`config.mk`:
```
export PLATFORM = sky130hd
export DESIGN_NAME = cvp_csr
export DESIGN_NICKNAME = d
export VERILOG_FILES = /design/src/rtl/cvp_pkg.sv /design/src/rtl/cvp_csr.sv
export SDC_FILE = /design/constraint.sdc
export NUM_CORES = 1
export LEC_CHECK = 0
export BUFFER_PORTS_ARGS = -buffer_cell sky130_fd_sc_hd__buf_2
export CELL_PAD_IN_SITES_DETAIL_PLACEMENT = 1
export CELL_PAD_IN_SITES_GLOBAL_PLACEMENT = 1
export CORE_MARGIN = 5
export CORE_UTILIZATION = 40
export CTS_BUF_LIST = sky130_fd_sc_hd__clkbuf_8 sky130_fd_sc_hd__clkbuf_16
export DETAILED_ROUTE_END_ITERATION = 10
export HOLD_SLACK_MARGIN = 0.08
export PLACE_DENSITY_LB_ADDON = 0.15
export SYNTH_ARGS = -nofsm -noshare
export SYNTH_HDL_FRONTEND = slang
export SYNTH_SLANG_ARGS = --single-unit
```
`constraint.sdc`:
```
create_clock -name clock -period 1.8 [get_ports clock]
set_input_delay 0.36 -clock clock [delete_from_list [all_inputs] [get_ports clock]]
set_output_delay 0.36 -clock clock [all_outputs]
set_load 0.02 [all_outputs]
```
`src/rtl/cvp_pkg.sv`:
```
`default_nettype none
// ---------------------------------------------------------------------------
// cvp_pkg
// Shared types, constants and the quarter-wave sine table of the camera
// vertex projection core.
// ---------------------------------------------------------------------------
package cvp_pkg;

   localparam int FRAC_BITS     = 16;
   localparam int ANGLE_STEPS   = 1024;
   localparam int ANGLE_BITS    = $clog2(ANGLE_STEPS);
   localparam int QUARTER_STEPS = ANGLE_STEPS / 4;
   localparam int QBITS         = ANGLE_BITS - 2;
   localparam int DIV_STEPS     = 63;
   localparam int DIV_CNT_BITS  = $clog2(DIV_STEPS);
   localparam int CSR_IDX_BITS  = 3;

   localparam logic [CSR_IDX_BITS-1:0] CSR_CAMERA_X    = 3'd0;
   localparam logic [CSR_IDX_BITS-1:0] CSR_CAMERA_Y    = 3'd1;
   localparam logic [CSR_IDX_BITS-1:0] CSR_CAMERA_Z    = 3'd2;
   localparam logic [CSR_IDX_BITS-1:0] CSR_CENTER_X    = 3'd3;
   localparam logic [CSR_IDX_BITS-1:0] CSR_CENTER_Y    = 3'd4;
   localparam logic [CSR_IDX_BITS-1:0] CSR_NEAR_PLANE  = 3'd5;
   localparam logic [CSR_IDX_BITS-1:0] CSR_CLIP_DEPTH  = 3'd6;
   localparam logic [CSR_IDX_BITS-1:0] CSR_VIEW_ANGLES = 3'd7;

   localparam logic [63:0] Q30_ONE     = 64'd1 << 30;
   localparam logic [63:0] HALF_PI_Q30 = 64'd1686629713;
   localparam int SIN_DIVS [5] = '{110, 72, 42, 20, 6};

   typedef struct packed {
      logic signed [31:0] vertex_x;
      logic signed [31:0] vertex_y;
      logic signed [31:0] vertex_z;
      logic [1:0]         corner;
   } req_type;

   typedef struct packed {
      logic signed [31:0] screen_x;
      logic signed [31:0] screen_y;
      logic               point_visible;
      logic               screen_visible;
      logic               quad_visible;
   } rsp_type;

   typedef struct packed {
      logic signed [31:0] camera_x;
      logic signed [31:0] camera_y;
      logic signed [31:0] camera_z;
      logic [30:0]        center_x;
      logic [30:0]        center_y;
      logic signed [31:0] near_plane;
      logic signed [31:0] clip_depth;
      logic [19:0]        view_angles;
   } cfg_type;

   typedef enum logic [3:0] {
      OP_NONE,
      OP_LOAD,
      OP_MUL,
      OP_ACC,
      OP_FIN,
      OP_PMUL,
      OP_DSTART,
      OP_DITER,
      OP_DFIN,
      OP_OUT
   } cmd_op_type;

   typedef struct packed {
      cmd_op_type op;
      logic [2:0] term;
      logic       axis;
   } cmd_type;

   typedef logic [30:0] sin_tab_type [QUARTER_STEPS];

   function automatic logic [30:0] sin_quarter(input int unsigned idx);
      logic [63:0] f;
      logic [63:0] r;
      logic [63:0] r2;
      logic [63:0] t;
      logic [63:0] s;
      f  = (64'(idx) << 32) / QUARTER_STEPS;
      r  = (f * HALF_PI_Q30) >> 32;
      r2 = (r * r) >> 30;
      t  = Q30_ONE;
      for (int i = 0; i < 5; i++) begin
         t = Q30_ONE - (((r2 * t) >> 30) / 64'(SIN_DIVS[i]));
      end
      s = (r * t) >> 30;
      if (s > Q30_ONE) begin
         s = Q30_ONE;
      end
      return 31'(s);
   endfunction

   function automatic sin_tab_type build_sin_tab();
      sin_tab_type tab;
      for (int i = 0; i < QUARTER_STEPS; i++) begin
         tab[i] = sin_quarter(i);
      end
      return tab;
   endfunction

   localparam sin_tab_type SIN_TAB  = build_sin_tab();
   localparam logic [30:0] SIN_PEAK = sin_quarter(QUARTER_STEPS);

endpackage
`default_nettype wire

```
`src/rtl/cvp_csr.sv`:
```
`default_nettype none
// ---------------------------------------------------------------------------
// cvp_csr
// Configuration registers, written through a plain write port.
// ---------------------------------------------------------------------------
module cvp_csr (
   input  wire logic                               clock,
   input  wire logic                               reset,
   input  wire logic                               csr_we,
   input  wire logic [cvp_pkg::CSR_IDX_BITS-1:0]   csr_index,
   input  wire logic [31:0]                        csr_wdata,
   output cvp_pkg::cfg_type                        cfg
);

   cvp_pkg::cfg_type cfg_ff;

   always_ff @(posedge clock) begin
      if (reset) begin
         cfg_ff.camera_x    <= '0;
         cfg_ff.camera_y    <= '0;
         cfg_ff.camera_z    <= '0;
         cfg_ff.center_x    <= 31'(320 << cvp_pkg::FRAC_BITS);
         cfg_ff.center_y    <= 31'(240 << cvp_pkg::FRAC_BITS);
         cfg_ff.near_plane  <= 32'(256 << cvp_pkg::FRAC_BITS);
         cfg_ff.clip_depth  <= 32'(32 << cvp_pkg::FRAC_BITS);
         cfg_ff.view_angles <= '0;
      end else if (csr_we) begin
         unique case (csr_index)
            cvp_pkg::CSR_CAMERA_X:    cfg_ff.camera_x    <= csr_wdata;
            cvp_pkg::CSR_CAMERA_Y:    cfg_ff.camera_y    <= csr_wdata;
            cvp_pkg::CSR_CAMERA_Z:    cfg_ff.camera_z    <= csr_wdata;
            cvp_pkg::CSR_CENTER_X:    cfg_ff.center_x    <= csr_wdata[30:0];
            cvp_pkg::CSR_CENTER_Y:    cfg_ff.center_y    <= csr_wdata[30:0];
            cvp_pkg::CSR_NEAR_PLANE:  cfg_ff.near_plane  <= csr_wdata;
            cvp_pkg::CSR_CLIP_DEPTH:  cfg_ff.clip_depth  <= csr_wdata;
            cvp_pkg::CSR_VIEW_ANGLES: cfg_ff.view_angles <= csr_wdata[19:0];
            default: ;
         endcase
      end
   end

   assign cfg = cfg_ff;

endmodule
`default_nettype wire

```
* Word-level counts from Yosys, hierarchy flattened
Index checks and enable logic that the tools add are counted.
Word-level totals: bits in registers 242, word-level logic and storage cells 24
Operators by class: equal/unequal tests 7, reduce and logical (&&, ||, !) cells 9
Operators with widths (number):
- AND reduction 2 bit | 8
- equality test 3 bit (second input constant) | 4
- equality test 3 x 2 -> 1 bit (second input constant) | 2
- equality test 3 x 1 -> 1 bit (second input constant) | 1
- logical NOT 3 bit | 1

* Logic depth before layout (Yosys ltp)
Gate-level depths: netlist (run 1).
depth in word-level cells 2, mapped depth 6, mapped depth without buffers 2

* Least setup slack after synthesis (run 1)
OpenSTA, ideal clock, no wires.
path type input -> register, start input csr_index[1] (netlist bit), end register cfg_ff (netlist bit cfg[240]), cell stages on the path 5, data arrival time 1.418 ns, buffers on the path 3, path slack 0.256 ns, cell sequence buf_2 > or4b_1 > buf_6 > buf_6 > mux2i_1
Between the ends: word-level cells in the longest chain between the ends 2
RTL lines:
- start, declared | line cvp_csr.sv:10 | input wire logic [cvp_pkg::CSR_IDX_BITS-1:0] csr_index,
- logical NOT 3 bit | line cvp_csr.sv:28 | unique case (csr_index)
- AND reduction 2 bit (no line)
- end, declared | line cvp_csr.sv:15 | cvp_pkg::cfg_type cfg_ff;
No other way between the ends. A chain may end at the register's enable or synchronous reset.

* Worst setup path after layout (run 1)
start register cfg_ff (netlist bit cfg[88]), end output cfg[88] (netlist bit)
RTL lines:
- end, declared | line cvp_csr.sv:12 | output cvp_pkg::cfg_type cfg
No word-level cell between the ends.

==> results of run 1 <==
-- cells in the mapped netlist --
| cell type | n | area [um^2] |
|---|---|---|
| nand4_1 | 1 | 6.26 |
| nand4bb_1 | 3 | 33.8 |
| mux2i_1 | 242 | 2420 |
| or4b_1 | 1 | 10.0 |
| nand2b_1 | 266 | 1660 |
| dfxtp_1 | 242 | 4840 |
| buf_4 | 3 | 22.5 |
| clkbuf_1 | 38 | 143 |
| buf_2 | 22 | 110 |
| nor2_1 | 13 | 48.8 |
| buf_6 | 3 | 33.8 |
| and4bb_2 | 1 | 12.5 |
| buf_1 | 15 | 56.3 |
| nor4bb_1 | 1 | 10.0 |
| nor4b_1 | 1 | 8.76 |
| nand4b_1 | 3 | 26.3 |
-- cells by family after synthesis --
| logic type | share of synthesized area [%] |
|---|---|
| mux | 25.6 |
| buf+inv | 3.86 |
| simple gates | 19.3 |
| flops | 51.3 |
-- cell type report --
type | instances | share of cell area, %
clock buffer | 34 | 6.31
timing repair buffer | 313 | 14.5
tap | 319 | 3.26
sequential | 242 | 39.6
clock inverter | 15 | 1.24
multi-input combinational | 532 | 35.1
-- worst min path at each step --
stage	from	end	slack (ns)	cells after the start
floorplan	csr_wdata[20]	cfg[104]$_SDFFE_PP1P_	0.53	2
global placement	cfg[211]$_SDFFE_PP0P_	cfg[211]$_SDFFE_PP0P_	0.46	2
detailed placement	cfg[198]$_SDFFE_PP0P_	cfg[198]$_SDFFE_PP0P_	0.46	2
CTS	csr_wdata[23]	cfg[107]$_SDFFE_PP1P_	0.08	3
global route	csr_wdata[23]	cfg[107]$_SDFFE_PP1P_	0.11	3
finish	csr_wdata[23]	cfg[107]$_SDFFE_PP1P_	0.10	3
-- per-layer routing --
layer	track usage [%]	part of all wire, %	routed length, um	up-vias
li1	-	-	-	3315
met1	24.8	42	11900	3384
met2	35.1	47	13300	188
met3	6.83	8.2	2310	36
met4	4.61	2.0	564	0
met5	0	0	0	-
-- metrics by stage --
step | setup slack (ns) | total power (W) | instances | instance area [um^2]
after detailed placement | 0.199 | 0.00660 | 1406 | 11300
after global placement | 0.246 | 0.00659 | 1406 | 11300
after floorplan | 0.256 | 0.00623 | 855 | 9450
final | 0.356 | 0.0121 | 1455 | 12200
after global routing | 0.303 | 0.0126 | 1455 | 12200
after CTS | 0.328 | 0.0123 | 1455 | 12200
-- power groups by stage --
stage          sequential, W  combinational, W  clock [W]
3_5_place_dp         0.00565          0.000941          0
5_1_grt              0.00555           0.00100    0.00603
4_1_cts              0.00554          0.000947    0.00579
3_3_place_gp         0.00565          0.000934          0
2_1_floorplan        0.00580          0.000438          0
6_report             0.00554          0.000931    0.00562
==> results.yml, run 1 <==
run_status:
  status: "finished, final reports clean"
synth:
  ys_seq_area_share_pct: 51.3
  avgSynthCellArea_um2: 11.1
  synth_cell_types: 16
  syn_inst: 855
  postSynthNetCount: 893
  yosysWarnings: 0
  synth-seq-cells: 242
  netlist_area_mm2: 0.00945
timing:
  relSlewSlack_pct: 69.3
  skew_ns: 0
  tightest_slew_ns: 0.460
  hold_viol: 0
  whs_ns: 0.104
  rsz0062_at_grt: "no"
  period_share_pct: 80.2
  finalSetupTns_ns: 0
  fmax_mhz: 693
  finalSetupViolations: 0
  drv_slew: 0
  min_period_ns: 1.44
worst_setup_path:
  required_ns: 1.44
  cp_top_family: "flip-flops"
  critPathLaunchType: "register"
  path_class: "register to primary output"
  crit_chain: "buf_2"
  cp_max_fo: 2
  path_depth: 1
  crit_end: "cfg[88]"
  max_stage_delay_ns: 0.36
  startpoint: "cfg[88]$_SDFFE_PP0P_"
  regToRegSetupSlack_ns: 1.13
  cp-end-kind: "primary output"
  arrival_ns: 1.08
  reg2reg_depth: 2
  cp_slowest_cell: "dfxtp_1"
  r2r_start: "cfg[88]$_SDFFE_PP0P_"
  rr_endpoint: "cfg[88]$_SDFFE_PP0P_"
  crit_buf_inv: 1
global_routing:
  globalRoute.totalOverflow: 0
  antenna_found_initial: 0
  grt_max_degree: 55
  grt_pass1_vias: 7438
  grt_pass1_wl_mm: 43.3
  track_usage_pct: 20.4
cts:
  cts_buffer_depth: 3
  post-cts-setup-buffer-count: 0
  clk_latency_ns: 0.53
  cts_resized: 0
  clk_pin_slew_ns: 0.06
  cts_hold_repair.buffers: 0
  cts_buffers: 27
  clock_sinks: 242
  tritoncts: "built"
  root_buffer: "clkbuf_16"
  cts_htree_levels: 1
finish:
  syn_to_final_growth_pct: 29.5
  multiInputGateArea_mm2: 0.00430
  mostFrequentLayoutCell: "buf_2"
  largest_reg_flops: 242
  drive_gt1_share_pct: 31.9
  final_cell_mix: "buf_2 (278), nand2b_1 (266), mux2i_1 (242), dfxtp_1 (242), clkbuf_16 (27)"
  utilization_pct: 52.3
  register_area_mm2: 0.00484
  nNetsFinal: 1154
  fill_cells: 2642
  n_antenna_cell: 0
power:
  seqPwrFrac_pct: 45.8
  vdd_ir_drop_max_v: 0.000652
  comb_power_share_pct: 7.7
  leakage_nw: 6.57
  power.density_mw_per_mm2: 988
  p_int_w: 0.00929
  clkPwrFrac_pct: 46.5
  switchingPower_w: 0.00280
  p_sw_share_pct: 23.2
detailed_routing:
  dr.pass1.iters: 4
  drt_first_iter_violations: 241
  vias: 6923
  post_drt_via_cell_ratio: 4.76
  wl_per_cell_um: 19.3
  ant_nets: 0
  wirelength_mm: 28.1
  drc_errors: 0
hold_path:
  min_path_type: "primary input to register"
floorplanning:
  rows: 56
  die_area_mm2: 0.0268
  core_mm2: 0.0234
  die_height_um: 164
  die_w_um: 164
  initial_core_util_pct: 40.4
  ioPinCount: 280
flow_run:
  drv_cap: 0
place:
  gp_congestion: 0.748
  numPortBuffers: 279
  dp_hpwl_mm: 19.7
Note: power is estimated with default switching activity, not from simulation.
==> inputs of run 2 (changes only) <==
==> constraint.sdc (replaced) <==
create_clock -name clock -period 1.43 [get_ports clock]
set_input_delay 0.286 -clock clock [delete_from_list [all_inputs] [get_ports clock]]
set_output_delay 0.286 -clock clock [all_outputs]
set_load 0.02 [all_outputs]
==> results.yml, run 2 (synthesized netlist as in run 1, its figures left out) <==
worst_setup_path:
  path_class: "register to primary output"
  crit_chain: "buf_2"
  startpoint: "cfg[229]$_SDFFE_PP0P_"
  cp_slowest_cell: "dfxtp_1"
  r2r_start: "cfg[137]$_SDFFE_PP1P_"
  arrival_ns: 1.09
  crit_buf_inv: 1
  required_ns: 1.14
  critPathLaunchType: "register"
  max_stage_delay_ns: 0.38
  cp_max_fo: 2
  cp-end-kind: "primary output"
  cp_top_family: "flip-flops"
floorplanning:
  die_w_um: 164
  core_mm2: 0.0234
  die_height_um: 164
  ioPinCount: 280
  rows: 56
  initial_core_util_pct: 40.4
  die_area_mm2: 0.0268
global_routing:
  globalRoute.totalOverflow: 0
  grt_max_degree: 60
  antenna_found_initial: 0
  track_usage_pct: 20.7
  grt_pass1_wl_mm: 44.0
  grt_pass1_vias: 7642
place:
  numPortBuffers: 279
  pre_cts_slack_ns: -0.0367
  dp_hpwl_mm: 20.5
  gp_congestion: 0.774
  dp_cells: 1441
power:
  vdd_ir_drop_max_v: 0.000744
  clkPwrFrac_pct: 44.9
  switchingPower_w: 0.00351
  p_int_w: 0.0116
  p_sw_share_pct: 23.3
  power.density_mw_per_mm2: 1180
  p_total_w: 0.0151
  leakage_nw: 6.85
  comb_power_share_pct: 8.9
  seqPwrFrac_pct: 46.2
timing:
  period_share_pct: 96.0
  min_period_ns: 1.37
  finalSetupViolations: 0
  tightest_slew_ns: 0.399
  finalSetupTns_ns: 0
  relSlewSlack_pct: 73.4
  drv_slew: 0
  rsz0062_at_grt: "no"
  fmax_mhz: 729
  worst_slack_ns: 0.0574
  hold_viol: 0
  skew_ns: 0
  whs_ns: 0.142
finish:
  final_cell_mix: "buf_2 (278), nand2b_1 (266), mux2i_1 (242), dfxtp_1 (242), buf_4 (41)"
  multiInputGateArea_mm2: 0.00430
  drive_gt1_share_pct: 33.5
  n_antenna_cell: 0
  register_area_mm2: 0.00484
  syn_to_final_growth_pct: 34.8
  nNetsFinal: 1193
  final_cells: 1494
  fill_cells: 2640
  largest_reg_flops: 242
  mostFrequentLayoutCell: "buf_2"
detailed_routing:
  wl_per_cell_um: 19.1
  vias: 7104
  dr.pass1.iters: 4
  post_drt_via_cell_ratio: 4.76
  ant_nets: 0
  drc_errors: 0
  drt_first_iter_violations: 307
  wirelength_mm: 28.5
cts:
  clock_sinks: 242
  root_buffer: "clkbuf_16"
  cts_htree_levels: 1
  cts_resized: 0
  cts_hold_repair.buffers: 5
  clk_latency_ns: 0.51
  cts_buffer_depth: 3
  cts_buffers: 26
  tritoncts: "built"
  clk_pin_slew_ns: 0.06
  post-cts-setup-buffer-count: 0
hold_path:
  hp-start: "reset"
  min_path_type: "primary input to register"
flow_run:
  drv_cap: 0
run_status:
  status: "finished, final reports clean"
==> run 2: area by class of cell <==
| class | count | share of cell area, % |
|---|---|---|
| Tap cell | 319 | 3.13 |
| Sequential cell | 242 | 38.0 |
| Multi-Input combinational cell | 532 | 33.7 |
| Clock buffer | 33 | 5.95 |
| Timing Repair Buffer | 353 | 18.3 |
| Clock inverter | 15 | 0.913 |
==> run 2: worst paths after layout <==
| kind | endpoint | slack, ns | cells after the start |
|---|---|---|---|
| worst max-delay path | cfg[229] | 0.06 | 1 |
| worst min register to register | cfg[241]$_SDFFE_PP0P_ | 0.47 | 2 |
| worst min-delay path | cfg[179]$_SDFFE_PP0P_ | 0.14 | 3 |
| worst max register to register | cfg[137]$_SDFFE_PP1P_ | 0.74 | 2 |
==> run 2: power groups by stage <==
stage	registers [W]	logic (W)	clock network (W)
floorplan	0.00730	0.000556	0
global placement	0.00712	0.00133	0
detailed placement	0.00712	0.00134	0
CTS	0.00697	0.00136	0.00696
global route	0.00698	0.00143	0.00725
finish	0.00697	0.00134	0.00677
==> run 2: stage by stage <==
stage               util [%]  instance area, um^2
global placement        50.5                11800
detailed placement      50.5                11800
global route            54.5                12700
floorplan                  -                 9470
finish                  54.5                12700
CTS                     54.5                12700
==> run 2: layer usage <==
metal | track usage, % | share of wire [%] | up-vias
met5 | 0 | 0 | -
met4 | 5.22 | 2.2 | 0
met1 | 26.0 | 43 | 3461
met2 | 34.8 | 47 | 197
met3 | 6.25 | 7.6 | 37
li1 | - | - | 3409
