`config.mk`:
```
export PLATFORM = sky130hd
export DESIGN_NAME = cvp_ctrl
export DESIGN_NICKNAME = d
export VERILOG_FILES = /design/src/rtl/cvp_pkg.sv /design/src/rtl/cvp_ctrl.sv
export SDC_FILE = /design/constraint.sdc
export NUM_CORES = 1
export LEC_CHECK = 0
export ABC_CLOCK_PERIOD_IN_PS = 1990
export BUFFER_PORTS_ARGS = -buffer_cell sky130_fd_sc_hd__buf_2
export CAP_MARGIN = 20
export CORE_ASPECT_RATIO = 1.4
export CORE_MARGIN = 10
export CORE_UTILIZATION = 44
export CTS_CLUSTER_DIAMETER = 50
export DETAILED_ROUTE_END_ITERATION = 12
export SLEW_MARGIN = 20
export SYNTH_ARGS = -nofsm -noshare
export SYNTH_HDL_FRONTEND = slang
export SYNTH_SLANG_ARGS = --single-unit
```
`constraint.sdc`:
```
create_clock -name clock -period 1.99 [get_ports clock]
set_input_delay 0.398 -clock clock [delete_from_list [all_inputs] [get_ports clock]]
set_output_delay 0.398 -clock clock [all_outputs]
set_load 0.03 [all_outputs]
```
`src/rtl/cvp_pkg.sv`:
```
`default_nettype none
// ---------------------------------------------------------------------------
// cvp_pkg
// Shared types, constants and the quarter-wave sine table of the camera
// vertex projection core.
// ---------------------------------------------------------------------------
package cvp_pkg;

   localparam int FRAC_BITS     = 16;
   localparam int ANGLE_STEPS   = 1024;
   localparam int ANGLE_BITS    = $clog2(ANGLE_STEPS);
   localparam int QUARTER_STEPS = ANGLE_STEPS / 4;
   localparam int QBITS         = ANGLE_BITS - 2;
   localparam int DIV_STEPS     = 63;
   localparam int DIV_CNT_BITS  = $clog2(DIV_STEPS);
   localparam int CSR_IDX_BITS  = 3;

   localparam logic [CSR_IDX_BITS-1:0] CSR_CAMERA_X    = 3'd0;
   localparam logic [CSR_IDX_BITS-1:0] CSR_CAMERA_Y    = 3'd1;
   localparam logic [CSR_IDX_BITS-1:0] CSR_CAMERA_Z    = 3'd2;
   localparam logic [CSR_IDX_BITS-1:0] CSR_CENTER_X    = 3'd3;
   localparam logic [CSR_IDX_BITS-1:0] CSR_CENTER_Y    = 3'd4;
   localparam logic [CSR_IDX_BITS-1:0] CSR_NEAR_PLANE  = 3'd5;
   localparam logic [CSR_IDX_BITS-1:0] CSR_CLIP_DEPTH  = 3'd6;
   localparam logic [CSR_IDX_BITS-1:0] CSR_VIEW_ANGLES = 3'd7;

   localparam logic [63:0] Q30_ONE     = 64'd1 << 30;
   localparam logic [63:0] HALF_PI_Q30 = 64'd1686629713;
   localparam int SIN_DIVS [5] = '{110, 72, 42, 20, 6};

   typedef struct packed {
      logic signed [31:0] vertex_x;
      logic signed [31:0] vertex_y;
      logic signed [31:0] vertex_z;
      logic [1:0]         corner;
   } req_type;

   typedef struct packed {
      logic signed [31:0] screen_x;
      logic signed [31:0] screen_y;
      logic               point_visible;
      logic               screen_visible;
      logic               quad_visible;
   } rsp_type;

   typedef struct packed {
      logic signed [31:0] camera_x;
      logic signed [31:0] camera_y;
      logic signed [31:0] camera_z;
      logic [30:0]        center_x;
      logic [30:0]        center_y;
      logic signed [31:0] near_plane;
      logic signed [31:0] clip_depth;
      logic [19:0]        view_angles;
   } cfg_type;

   typedef enum logic [3:0] {
      OP_NONE,
      OP_LOAD,
      OP_MUL,
      OP_ACC,
      OP_FIN,
      OP_PMUL,
      OP_DSTART,
      OP_DITER,
      OP_DFIN,
      OP_OUT
   } cmd_op_type;

   typedef struct packed {
      cmd_op_type op;
      logic [2:0] term;
      logic       axis;
   } cmd_type;

   typedef logic [30:0] sin_tab_type [QUARTER_STEPS];

   function automatic logic [30:0] sin_quarter(input int unsigned idx);
      logic [63:0] f;
      logic [63:0] r;
      logic [63:0] r2;
      logic [63:0] t;
      logic [63:0] s;
      f  = (64'(idx) << 32) / QUARTER_STEPS;
      r  = (f * HALF_PI_Q30) >> 32;
      r2 = (r * r) >> 30;
      t  = Q30_ONE;
      for (int i = 0; i < 5; i++) begin
         t = Q30_ONE - (((r2 * t) >> 30) / 64'(SIN_DIVS[i]));
      end
      s = (r * t) >> 30;
      if (s > Q30_ONE) begin
         s = Q30_ONE;
      end
      return 31'(s);
   endfunction

   function automatic sin_tab_type build_sin_tab();
      sin_tab_type tab;
      for (int i = 0; i < QUARTER_STEPS; i++) begin
         tab[i] = sin_quarter(i);
      end
      return tab;
   endfunction

   localparam sin_tab_type SIN_TAB  = build_sin_tab();
   localparam logic [30:0] SIN_PEAK = sin_quarter(QUARTER_STEPS);

endpackage
`default_nettype wire

```
`src/rtl/cvp_ctrl.sv`:
```
`default_nettype none
// ---------------------------------------------------------------------------
// cvp_ctrl
// Sequencer: steps the datapath through translation, rotation, the two
// projection divisions and the output load, and owns the handshakes.
// ---------------------------------------------------------------------------
module cvp_ctrl (
   input  wire logic       clock,
   input  wire logic       reset,
   input  wire logic       req_valid,
   output logic            req_stall,
   output logic            rsp_valid,
   input  wire logic       rsp_stall,
   output cvp_pkg::cmd_type cmd
);

   typedef enum logic [3:0] {
      ST_IDLE,
      ST_MUL,
      ST_ACC,
      ST_FIN,
      ST_PMUL,
      ST_DSTART,
      ST_DITER,
      ST_DFIN,
      ST_OUT
   } state_type;

   state_type                          state_ff;
   logic [2:0]                         term_ff;
   logic                               axis_ff;
   logic [cvp_pkg::DIV_CNT_BITS-1:0]   cnt_ff;
   logic                               rsp_valid_ff;
   logic                               out_ready;

   assign out_ready = !rsp_valid_ff || !rsp_stall;

   always_ff @(posedge clock) begin
      if (reset) begin
         state_ff     <= ST_IDLE;
         term_ff      <= '0;
         axis_ff      <= 1'b0;
         cnt_ff       <= '0;
         rsp_valid_ff <= 1'b0;
      end else begin
         if (rsp_valid_ff && !rsp_stall) begin
            rsp_valid_ff <= 1'b0;
         end
         unique case (state_ff)
            ST_IDLE: begin
               if (req_valid) begin
                  term_ff  <= '0;
                  state_ff <= ST_MUL;
               end
            end
            ST_MUL: state_ff <= ST_ACC;
            ST_ACC: begin
               if (term_ff[0]) begin
                  state_ff <= ST_FIN;
               end else begin
                  term_ff  <= term_ff + 3'd1;
                  state_ff <= ST_MUL;
               end
            end
            ST_FIN: begin
               if (term_ff == 3'd7) begin
                  axis_ff  <= 1'b0;
                  state_ff <= ST_PMUL;
               end else begin
                  term_ff  <= term_ff + 3'd1;
                  state_ff <= ST_MUL;
               end
            end
            ST_PMUL: state_ff <= ST_DSTART;
            ST_DSTART: begin
               cnt_ff   <= '0;
               state_ff <= ST_DITER;
            end
            ST_DITER: begin
               if (cnt_ff == cvp_pkg::DIV_CNT_BITS'(cvp_pkg::DIV_STEPS - 1)) begin
                  state_ff <= ST_DFIN;
               end else begin
                  cnt_ff <= cnt_ff + 1'b1;
               end
            end
            ST_DFIN: begin
               if (axis_ff) begin
                  state_ff <= ST_OUT;
               end else begin
                  axis_ff  <= 1'b1;
                  state_ff <= ST_PMUL;
               end
            end
            ST_OUT: begin
               if (out_ready) begin
                  rsp_valid_ff <= 1'b1;
                  state_ff     <= ST_IDLE;
               end
            end
            default: state_ff <= ST_IDLE;
         endcase
      end
   end

   always_comb begin
      cmd.term = term_ff;
      cmd.axis = axis_ff;
      unique case (state_ff)
         ST_IDLE:   cmd.op = req_valid ? cvp_pkg::OP_LOAD : cvp_pkg::OP_NONE;
         ST_MUL:    cmd.op = cvp_pkg::OP_MUL;
         ST_ACC:    cmd.op = cvp_pkg::OP_ACC;
         ST_FIN:    cmd.op = cvp_pkg::OP_FIN;
         ST_PMUL:   cmd.op = cvp_pkg::OP_PMUL;
         ST_DSTART: cmd.op = cvp_pkg::OP_DSTART;
         ST_DITER:  cmd.op = cvp_pkg::OP_DITER;
         ST_DFIN:   cmd.op = cvp_pkg::OP_DFIN;
         ST_OUT:    cmd.op = out_ready ? cvp_pkg::OP_OUT : cvp_pkg::OP_NONE;
         default:   cmd.op = cvp_pkg::OP_NONE;
      endcase
   end

   assign req_stall = (state_ff != ST_IDLE);
   assign rsp_valid = rsp_valid_ff;

   a_rsp_from_out: assert property (@(posedge clock) disable iff (reset)
      $rose(rsp_valid_ff) |-> $past(state_ff == ST_OUT))
      else $error("Result raised outside the output state.");

   a_cnt_range: assert property (@(posedge clock) disable iff (reset)
      (state_ff == ST_DITER) |-> (cnt_ff < cvp_pkg::DIV_CNT_BITS'(cvp_pkg::DIV_STEPS)))
      else $error("Divider step count out of range.");

   a_out_wait: assert property (@(posedge clock) disable iff (reset)
      (state_ff == ST_OUT && rsp_valid_ff && rsp_stall) |=> (state_ff == ST_OUT))
      else $error("Output overwritten while stalled.");

endmodule
`default_nettype wire

```
Word level (Yosys, flattened, before mapping) --
Index checks and enable logic that the tools add are counted.
Word-level totals: register bits after elaboration 15, input bits 4, output and inout bits 10, logic and storage cells 60
Cells by class: add/subtract/negate cells 2, equal/unequal tests 17, multiplexer cells 21, reductions and logical operators 14
Operator list (count):
- 4-bit case mux with 9 select lines | 2
- 4-bit 2-to-1 mux | 5
- 4-bit by 3-bit equality test with 1-bit output (second input constant) | 4
- 2-bit inequality test (second input constant) | 7
- 3-bit 2-to-1 mux | 4
- 6-bit case mux with 2 select lines | 1
- 3-bit case mux with 3 select lines | 1
- 4-bit by 2-bit equality test with 1-bit output (second input constant) | 2
- 6-bit by 1-bit adder with 6-bit output (second input constant) | 1
- 6-bit equality test (second input constant) | 1
- 6-bit 2-to-1 mux | 1
- 3-bit AND reduction | 2
- 1-bit 2-to-1 mux | 5
- 4-bit by 1-bit equality test with 1-bit output (second input constant) | 1
- 4-bit equality test (second input constant) | 1
- 4-bit logical NOT | 1
- 2-bit AND reduction | 2
- 4-bit AND reduction | 1
- 2-bit nonzero test | 2
- 4-bit nonzero test | 1
- 3-bit by 1-bit adder with 3-bit output (second input constant) | 1
- 3-bit equality test (second input constant) | 1
- 3-bit nonzero test | 1
- 1-bit logical NOT | 2
- other kinds (4) | 4

Longest topological paths before layout --
Gate-level depths: netlist (run 1).
depth in word-level cells 5, gate-level depth with buffers 6, gate-level depth less buffers 6

Worst setup path before layout (run 1) --
OpenSTA, ideal clock, no wires.
path kind flip-flop to output port, from reg state_ff[2], to out cmd[4] in the netlist's numbering, arrival 1.544 ns, required time 1.592 ns, path slack 0.048 ns, stages on the path, launching flop included 4, path buffers 1, cells stage by stage dfxtp_1 -> clkbuf_1 -> nor2_1 -> a221oi_1
RTL lines:
- start: declaration | line cvp_ctrl.sv:29 | state_type state_ff;
- start signal: assignment | line cvp_ctrl.sv:40 | state_ff <= ST_IDLE;
- start signal: assignment | line cvp_ctrl.sv:53 | state_ff <= ST_MUL;
- start signal: assignment | line cvp_ctrl.sv:56 | ST_MUL: state_ff <= ST_ACC;
- end: declaration | line cvp_ctrl.sv:14 | output cvp_pkg::cmd_type cmd

==> results.sh, run 1 <==
export IMPL_syn_mean_instance_area_um2=8.012
export IMPL_synth_fa_ha_area_share_pct=6.849
export IMPL_finalMaxSlewViolations=0
export IMPL_p_switching_mw=0.1734
export IMPL_slew_headroom_pct=65.08
export IMPL_rrSetupSlack_ns=0.18
export IMPL_yosysWarnings=0
export IMPL_max_freq_mhz=535.3
export IMPL_via_count=841
export IMPL_cap_viol_max_count=0
export IMPL_seqPwrFrac_pct=54.3
export IMPL_critPathLaunchType="register"
export IMPL_cp_end_kind="output pin"
export IMPL_yosysSeqAreaShare_pct=32.88
export IMPL_synth_nets=123
export IMPL_cp_required_ns=1.59
export IMPL_cts_setup_buffers=0
export IMPL_final_hold_violation_count=0
export IMPL_fin_crit_ns=1.868
export IMPL_die_area_um2=4324
export IMPL_synth_area_leaders="dfxtp_1, ha_1, a21oi_1"
export IMPL_clk_latency_ns=0.28
export IMPL_status="complete, no violations"
export IMPL_grt_antenna_before_repair=0
export IMPL_reg2reg_to="term_ff[2]$_SDFFE_PP0P_"
export IMPL_p_clk_share_pct=30.5
export IMPL_diodes=0
export IMPL_synth_top_cell_by_area="dfxtp_1"
export IMPL_ys_async_sr_fraction_pct=0
export IMPL_synthDominantCellAreaShare_pct=32.88
export IMPL_initial_utilization_pct=46.29
export IMPL_rr_worst_depth=6
export IMPL_intPower_mw=0.4149
export IMPL_dieHeight_um=73.91
export IMPL_drt_iter0_markers=18
export IMPL_worst_slew_pin_slew_ns=0.5183
export IMPL_min_to="term_ff[0]$_SDFFE_PP0P_"
export IMPL_fin_nets=135
export IMPL_core_area_um2=1973
export IMPL_swShare_pct=29.47
export IMPL_placed_cells=142
export IMPL_fin_setup_tns_ns=0
export IMPL_p_leak_nw=0.3961
export IMPL_hpwl_um=1532
export IMPL_drt_total_wl_um=2034
export IMPL_clockBufferDepth=2
export IMPL_yosys_area_share_simple_pct=27.12
export IMPL_crit_type="reg -> out"
export IMPL_synth_edf_count=0
export IMPL_grt_pass1_vias=834
export IMPL_p_comb_share_pct=15.2
export IMPL_synthXorXnorAreaFrac_pct=2.740
export IMPL_worstPathArrival_ns=1.47
export IMPL_drtPass1Iterations=4
export IMPL_setup_viol=0
export IMPL_area_growth_syn_to_layout_pct=11.10
export IMPL_place_gp_congestion=0.8733
export IMPL_wl_per_cell_um=13.93
export IMPL_track_usage_pct=9.680
export IMPL_powerDensity_nw_per_um2=579.7
export IMPL_route_detailed_drc=0
export IMPL_cts_reportedPaths_clkPinSlew_ns=0.09
export IMPL_grt_max_degree=16
export IMPL_via_per_inst=5.760
export IMPL_rsz0062_at_grt="no"
export IMPL_worstHoldStart="reset"
export IMPL_r2r_start="term_ff[0]$_SDFFE_PP0P_"
export IMPL_synth_seq_cells=15
export IMPL_hp_class="in -> reg"
export IMPL_final_cells=146
export IMPL_hold_buffers=0
export IMPL_fin_crit_sh_pct=93.88
export IMPL_grt_first_pass_wirelength_um=3450
export IMPL_synth_top_family_by_area="simple AND/OR/NAND/NOR gates"
export IMPL_placementRows=19
export IMPL_synthMuxAreaShare_pct=1.096
export IMPL_ant_nets=0
export IMPL_synth_ff_type="dfxtp_1"
export IMPL_cts_root_buffer="clkbuf_4"
export IMPL_fin_skew_ns=0.001540
export IMPL_htreeDepth=1
export IMPL_holdWs_ns=0.4089
export IMPL_cts_buffers=3
export IMPL_cts_num_sinks=15
export IMPL_die_w_um=58.51
export IMPL_syn_inst=114
export IMPL_port_buffers=13
export IMPL_drive_gt1_share_pct=20.00
export IMPL_synth_compound_area_share_pct=23.01
export IMPL_grt_overflow=0
export IMPL_cts_tree="yes"
export IMPL_pin_count=14
export IMPL_syn_area_um2=913.4
export IMPL_ir_worst_vdd_v=0.0004216
export IMPL_min_delay_path_depth=2
export IMPL_synth_cell_types=37
export IMPL_n_fill_cell=194
export IMPL_cp_max_fo=14
==> worst max path at each step <==
stage                     slack (ns)  cells after the start                       to                      from
after floorplan                 0.05                      3                   cmd[4]  state_ff[2]$_SDFFE_PP0P_
after global placement          0.16                      6  term_ff[2]$_SDFFE_PP0P_   term_ff[0]$_SDFFE_PP0P_
after detailed placement        0.15                      6  term_ff[1]$_SDFFE_PP0P_   term_ff[0]$_SDFFE_PP0P_
after CTS                       0.03                      4                   cmd[6]  state_ff[0]$_SDFFE_PP0P_
after global routing            0.02                      3                   cmd[4]  state_ff[3]$_SDFFE_PP0P_
final                           0.12                      3                   cmd[4]  state_ff[3]$_SDFFE_PP0P_
==> synth_stat cells (2+ instances only) <==
master,instances
a21boi_0,2
a21oi_1,10
a22o_1,2
buf_4,2
clkbuf_1,2
dfxtp_1,15
ha_1,5
inv_1,7
nand2_1,10
nand2b_1,5
nand3_1,6
nor2_1,7
nor2b_1,5
o21ai_0,9
o31ai_1,2
or3_1,2
or4_1,3
==> critical path: stages (launching register included) <==
cell and delay (ns):
dfxtp_1 0.60, nor2_1 0.09, a221oi_1 0.25, buf_2 0.25
==> registers in the layout (all words and copies together) (netlist names) <==
signal     count
state_ff       4
rsp_valid      1
cnt_ff         6
term_ff        3
axis_ff        1
==> cell type report <==
cell class / instances / area, um2 / area share [%]
Tap cell: 21 / 26.28 / 2.589
Inverter: 7 / 26.28 / 2.589
Clock buffer: 4 / 26.28 / 2.589
Sequential cell: 15 / 304.0 / 29.96
Multi-Input combinational cell: 86 / 566.8 / 55.86
Timing Repair Buffer: 13 / 65.06 / 6.412
==> timing repair <==
item | 4_1_cts | 5_1_grt
pin swaps | 0 | 0
endpoints found under the setup margin | 1 | 6
gates resized for setup | 1 | 4
endpoints found under the hold margin | 0 | 0
==> kinds of logic (layout without fill, tap and decap cells) <==
kind of cell             after synthesis  after routing
AO/OA/AOI/OAI                         33             33
XOR/XNOR                               2              2
adder cells (fa/ha/maj)                5              5
buffers and inverters                 13             24
flip-flops                            15             15
multiplexers                           1              1
AND/OR/NAND/NOR                       45             45
==> cells in the final DEF (no fill, tap or decap), types with 5 or more instances in the layout <==
master / n
buf_2: 13
dfxtp_1: 12
nand2_1: 10
a21oi_1: 10
o21ai_0: 9
inv_1: 7
nor2_1: 7
nand3_1: 6
nand2b_1: 5
nor2b_1: 5
ha_1: 5
==> through the flow <==
stage	power (mW)	area (um2)	utilization [%]	worst slack [ns]
finish	0.5882	1015	51.43	0.1219
global route	0.6107	1015	51.43	0.01933
CTS	0.5897	1005	50.92	0.03108
detailed placement	0.4127	973.4	49.33	0.1527
global placement	0.4113	973.4	49.33	0.1631
floorplan	0.3915	913.4	-	0.04775
==> power groups by stage <==
stage                     registers [mW]  clock network [mW]  logic, mW
after floorplan                    0.317                   0     0.0744
after global placement             0.324                   0     0.0870
after detailed placement           0.325                   0     0.0878
after CTS                          0.318               0.182     0.0893
after global routing               0.321               0.191     0.0988
final                              0.320               0.179     0.0895
==> metal layers <==
layer / vias up / share of wire, % / track usage, %
li1: 430 / - / -
met1: 392 / 46 / 11.26
met2: 15 / 49 / 15.27
met3: 4 / 3.7 / 2.586
met4: 0 / 1.2 / 6.021
met5: - / 0 / 0
Power figures use the tool's default switching activity.
==> inputs of run 2 (changes only) <==
CTS_BUF_LIST = sky130_fd_sc_hd__clkbuf_4   (was default)
==> results.sh, run 2 (same netlist as run 1, synthesis figures left out) <==
export IMPL_regMostFlops="cnt_ff"
export IMPL_max_freq_mhz=534.1
export IMPL_die_w_um=58.51
export IMPL_cp_slowest_stage_delay_ns=0.60
export IMPL_hp_class="in -> reg"
export IMPL_cp_required_ns=1.59
export IMPL_wl_per_cell_um=13.92
export IMPL_cts_num_sinks=15
export IMPL_rsz0062_at_grt="no"
export IMPL_area_growth_syn_to_layout_pct=11.51
export IMPL_drive_gt1_share_pct=20.80
export IMPL_route_detailed_drc=0
export IMPL_setup_viol=0
export IMPL_reg_top3="cnt_ff (6), state_ff (4), term_ff (3)"
export IMPL_slowest_stage="dfxtp_1"
export IMPL_drt_total_wl_um=2032
export IMPL_drtPass1Iterations=4
export IMPL_via_count=840
export IMPL_cts_reportedPaths_clkPinSlew_ns=0.09
export IMPL_finalMaxSlewViolations=0
export IMPL_placementRows=19
export IMPL_hpwl_um=1532
export IMPL_crit_type="reg -> out"
export IMPL_worstPathArrival_ns=1.47
export IMPL_grt_max_degree=16
export IMPL_cap_viol_max_count=0
export IMPL_final_hold_violation_count=0
export IMPL_status="complete, no violations"
export IMPL_critPathLaunchType="register"
export IMPL_grt_first_pass_wirelength_um=3450
export IMPL_cts_buffers=3
export IMPL_grt_pass1_vias=833
export IMPL_cts_setup_buffers=0
export IMPL_final_core_util_pct=51.62
export IMPL_slew_headroom_pct=65.08
export IMPL_diodes=0
export IMPL_worst_slew_pin_slew_ns=0.5183
export IMPL_initial_utilization_pct=46.29
export IMPL_cp_end_kind="output pin"
export IMPL_fin_skew_ns=0.0008562
export IMPL_die_area_um2=4324
export IMPL_min_to="term_ff[0]$_SDFFE_PP0P_"
export IMPL_path_cells="nor2_1 > a221oi_1 > buf_2"
export IMPL_reg2reg_to="term_ff[2]$_SDFFE_PP0P_"
export IMPL_cts_root_buffer="clkbuf_4"
export IMPL_rrSetupSlack_ns=0.18
export IMPL_fin_crit_ns=1.872
export IMPL_rr_worst_depth=6
export IMPL_via_per_inst=5.753
export IMPL_ant_nets=0
export IMPL_fin_area_um2=1018
export IMPL_placed_area_um2=973.4
export IMPL_cp_max_fo=14
export IMPL_ir_worst_vdd_v=0.0004216
export IMPL_grt_antenna_before_repair=0
export IMPL_p_total_mw=0.6023
export IMPL_r2r_start="term_ff[0]$_SDFFE_PP0P_"
export IMPL_pin_count=14
export IMPL_core_area_um2=1973
export IMPL_powerDensity_nw_per_um2=591.4
export IMPL_htreeDepth=1
export IMPL_worstHoldStart="reset"
export IMPL_largest_register_ffs=6
export IMPL_min_delay_path_depth=2
export IMPL_clockBufferDepth=2
export IMPL_fin_nets=135
export IMPL_clk_latency_ns=0.28
export IMPL_port_buffers=13
export IMPL_track_usage_pct=9.680
export IMPL_place_gp_congestion=0.8733
export IMPL_cts_tree="yes"
export IMPL_fin_crit_sh_pct=94.08
export IMPL_grt_overflow=0
export IMPL_final_common_cell="buf_2"
export IMPL_p_leak_nw=0.3995
export IMPL_final_cell_mix="buf_2, dfxtp_1, nand2_1, a21oi_1, o21ai_0"
export IMPL_dieHeight_um=73.91
export IMPL_drt_iter0_markers=18
export IMPL_fin_setup_tns_ns=0
-- run 2: stage by stage --
step	std cells	hold slack, ns	setup WS (ns)
2_1_floorplan	114	0.4432	0.04775
4_1_cts	146	0.4027	0.03022
6_report	146	0.4085	0.1178
5_1_grt	146	0.4357	0.01856
3_5_place_dp	142	0.4697	0.1527
3_3_place_gp	142	0.4644	0.1631
-- run 2: critical path, delay by kind of cell, from the launching register on --
family	cells	cell delay, ns
buffers and inverters	1	0.25
and+or+nand+nor	1	0.10
DFF	1	0.60
AOI/OAI and AO/OA	1	0.25
-- run 2: worst max-delay path by stage --
stage,slack [ns],endpoint,from,cells past startpoint
floorplan,0.05,cmd[4],state_ff[2]$_SDFFE_PP0P_,3
global placement,0.16,term_ff[2]$_SDFFE_PP0P_,term_ff[0]$_SDFFE_PP0P_,6
detailed placement,0.15,term_ff[1]$_SDFFE_PP0P_,term_ff[0]$_SDFFE_PP0P_,6
CTS,0.03,cmd[6],state_ff[0]$_SDFFE_PP0P_,4
global route,0.02,cmd[4],state_ff[3]$_SDFFE_PP0P_,3
finish,0.12,cmd[4],state_ff[3]$_SDFFE_PP0P_,3
-- run 2: power breakdown --
part           internal (mW)  switching, mW  total (mW)
clock network         0.0915          0.102       0.193
registers              0.305         0.0146       0.320
logic                 0.0320         0.0574      0.0895
total                  0.429          0.174       0.602
-- run 2: final cells by class --
class                      instances  area (um2)
tap                               21       26.28
multi-input combinational         86       566.8
sequential                        15       304.0
fill                             193       954.7
timing repair buffer              13       65.06
clock buffer                       4       30.03
inverter                           7       26.28
-- run 2: what timing repair did --
action,4_1_cts,5_1_grt
gates resized for setup,1,4
pin swaps,0,0
hold buffers,0,0
setup endpoints to repair,1,6
cloned,0,0
hold endpoints to repair,0,0
-- run 2: layer usage --
layer  share of wire [%]  track usage [%]
met1                  46            11.17
met5                   0                0
met3                 3.7            2.586
met4                 1.2            6.021
met2                  49            15.38
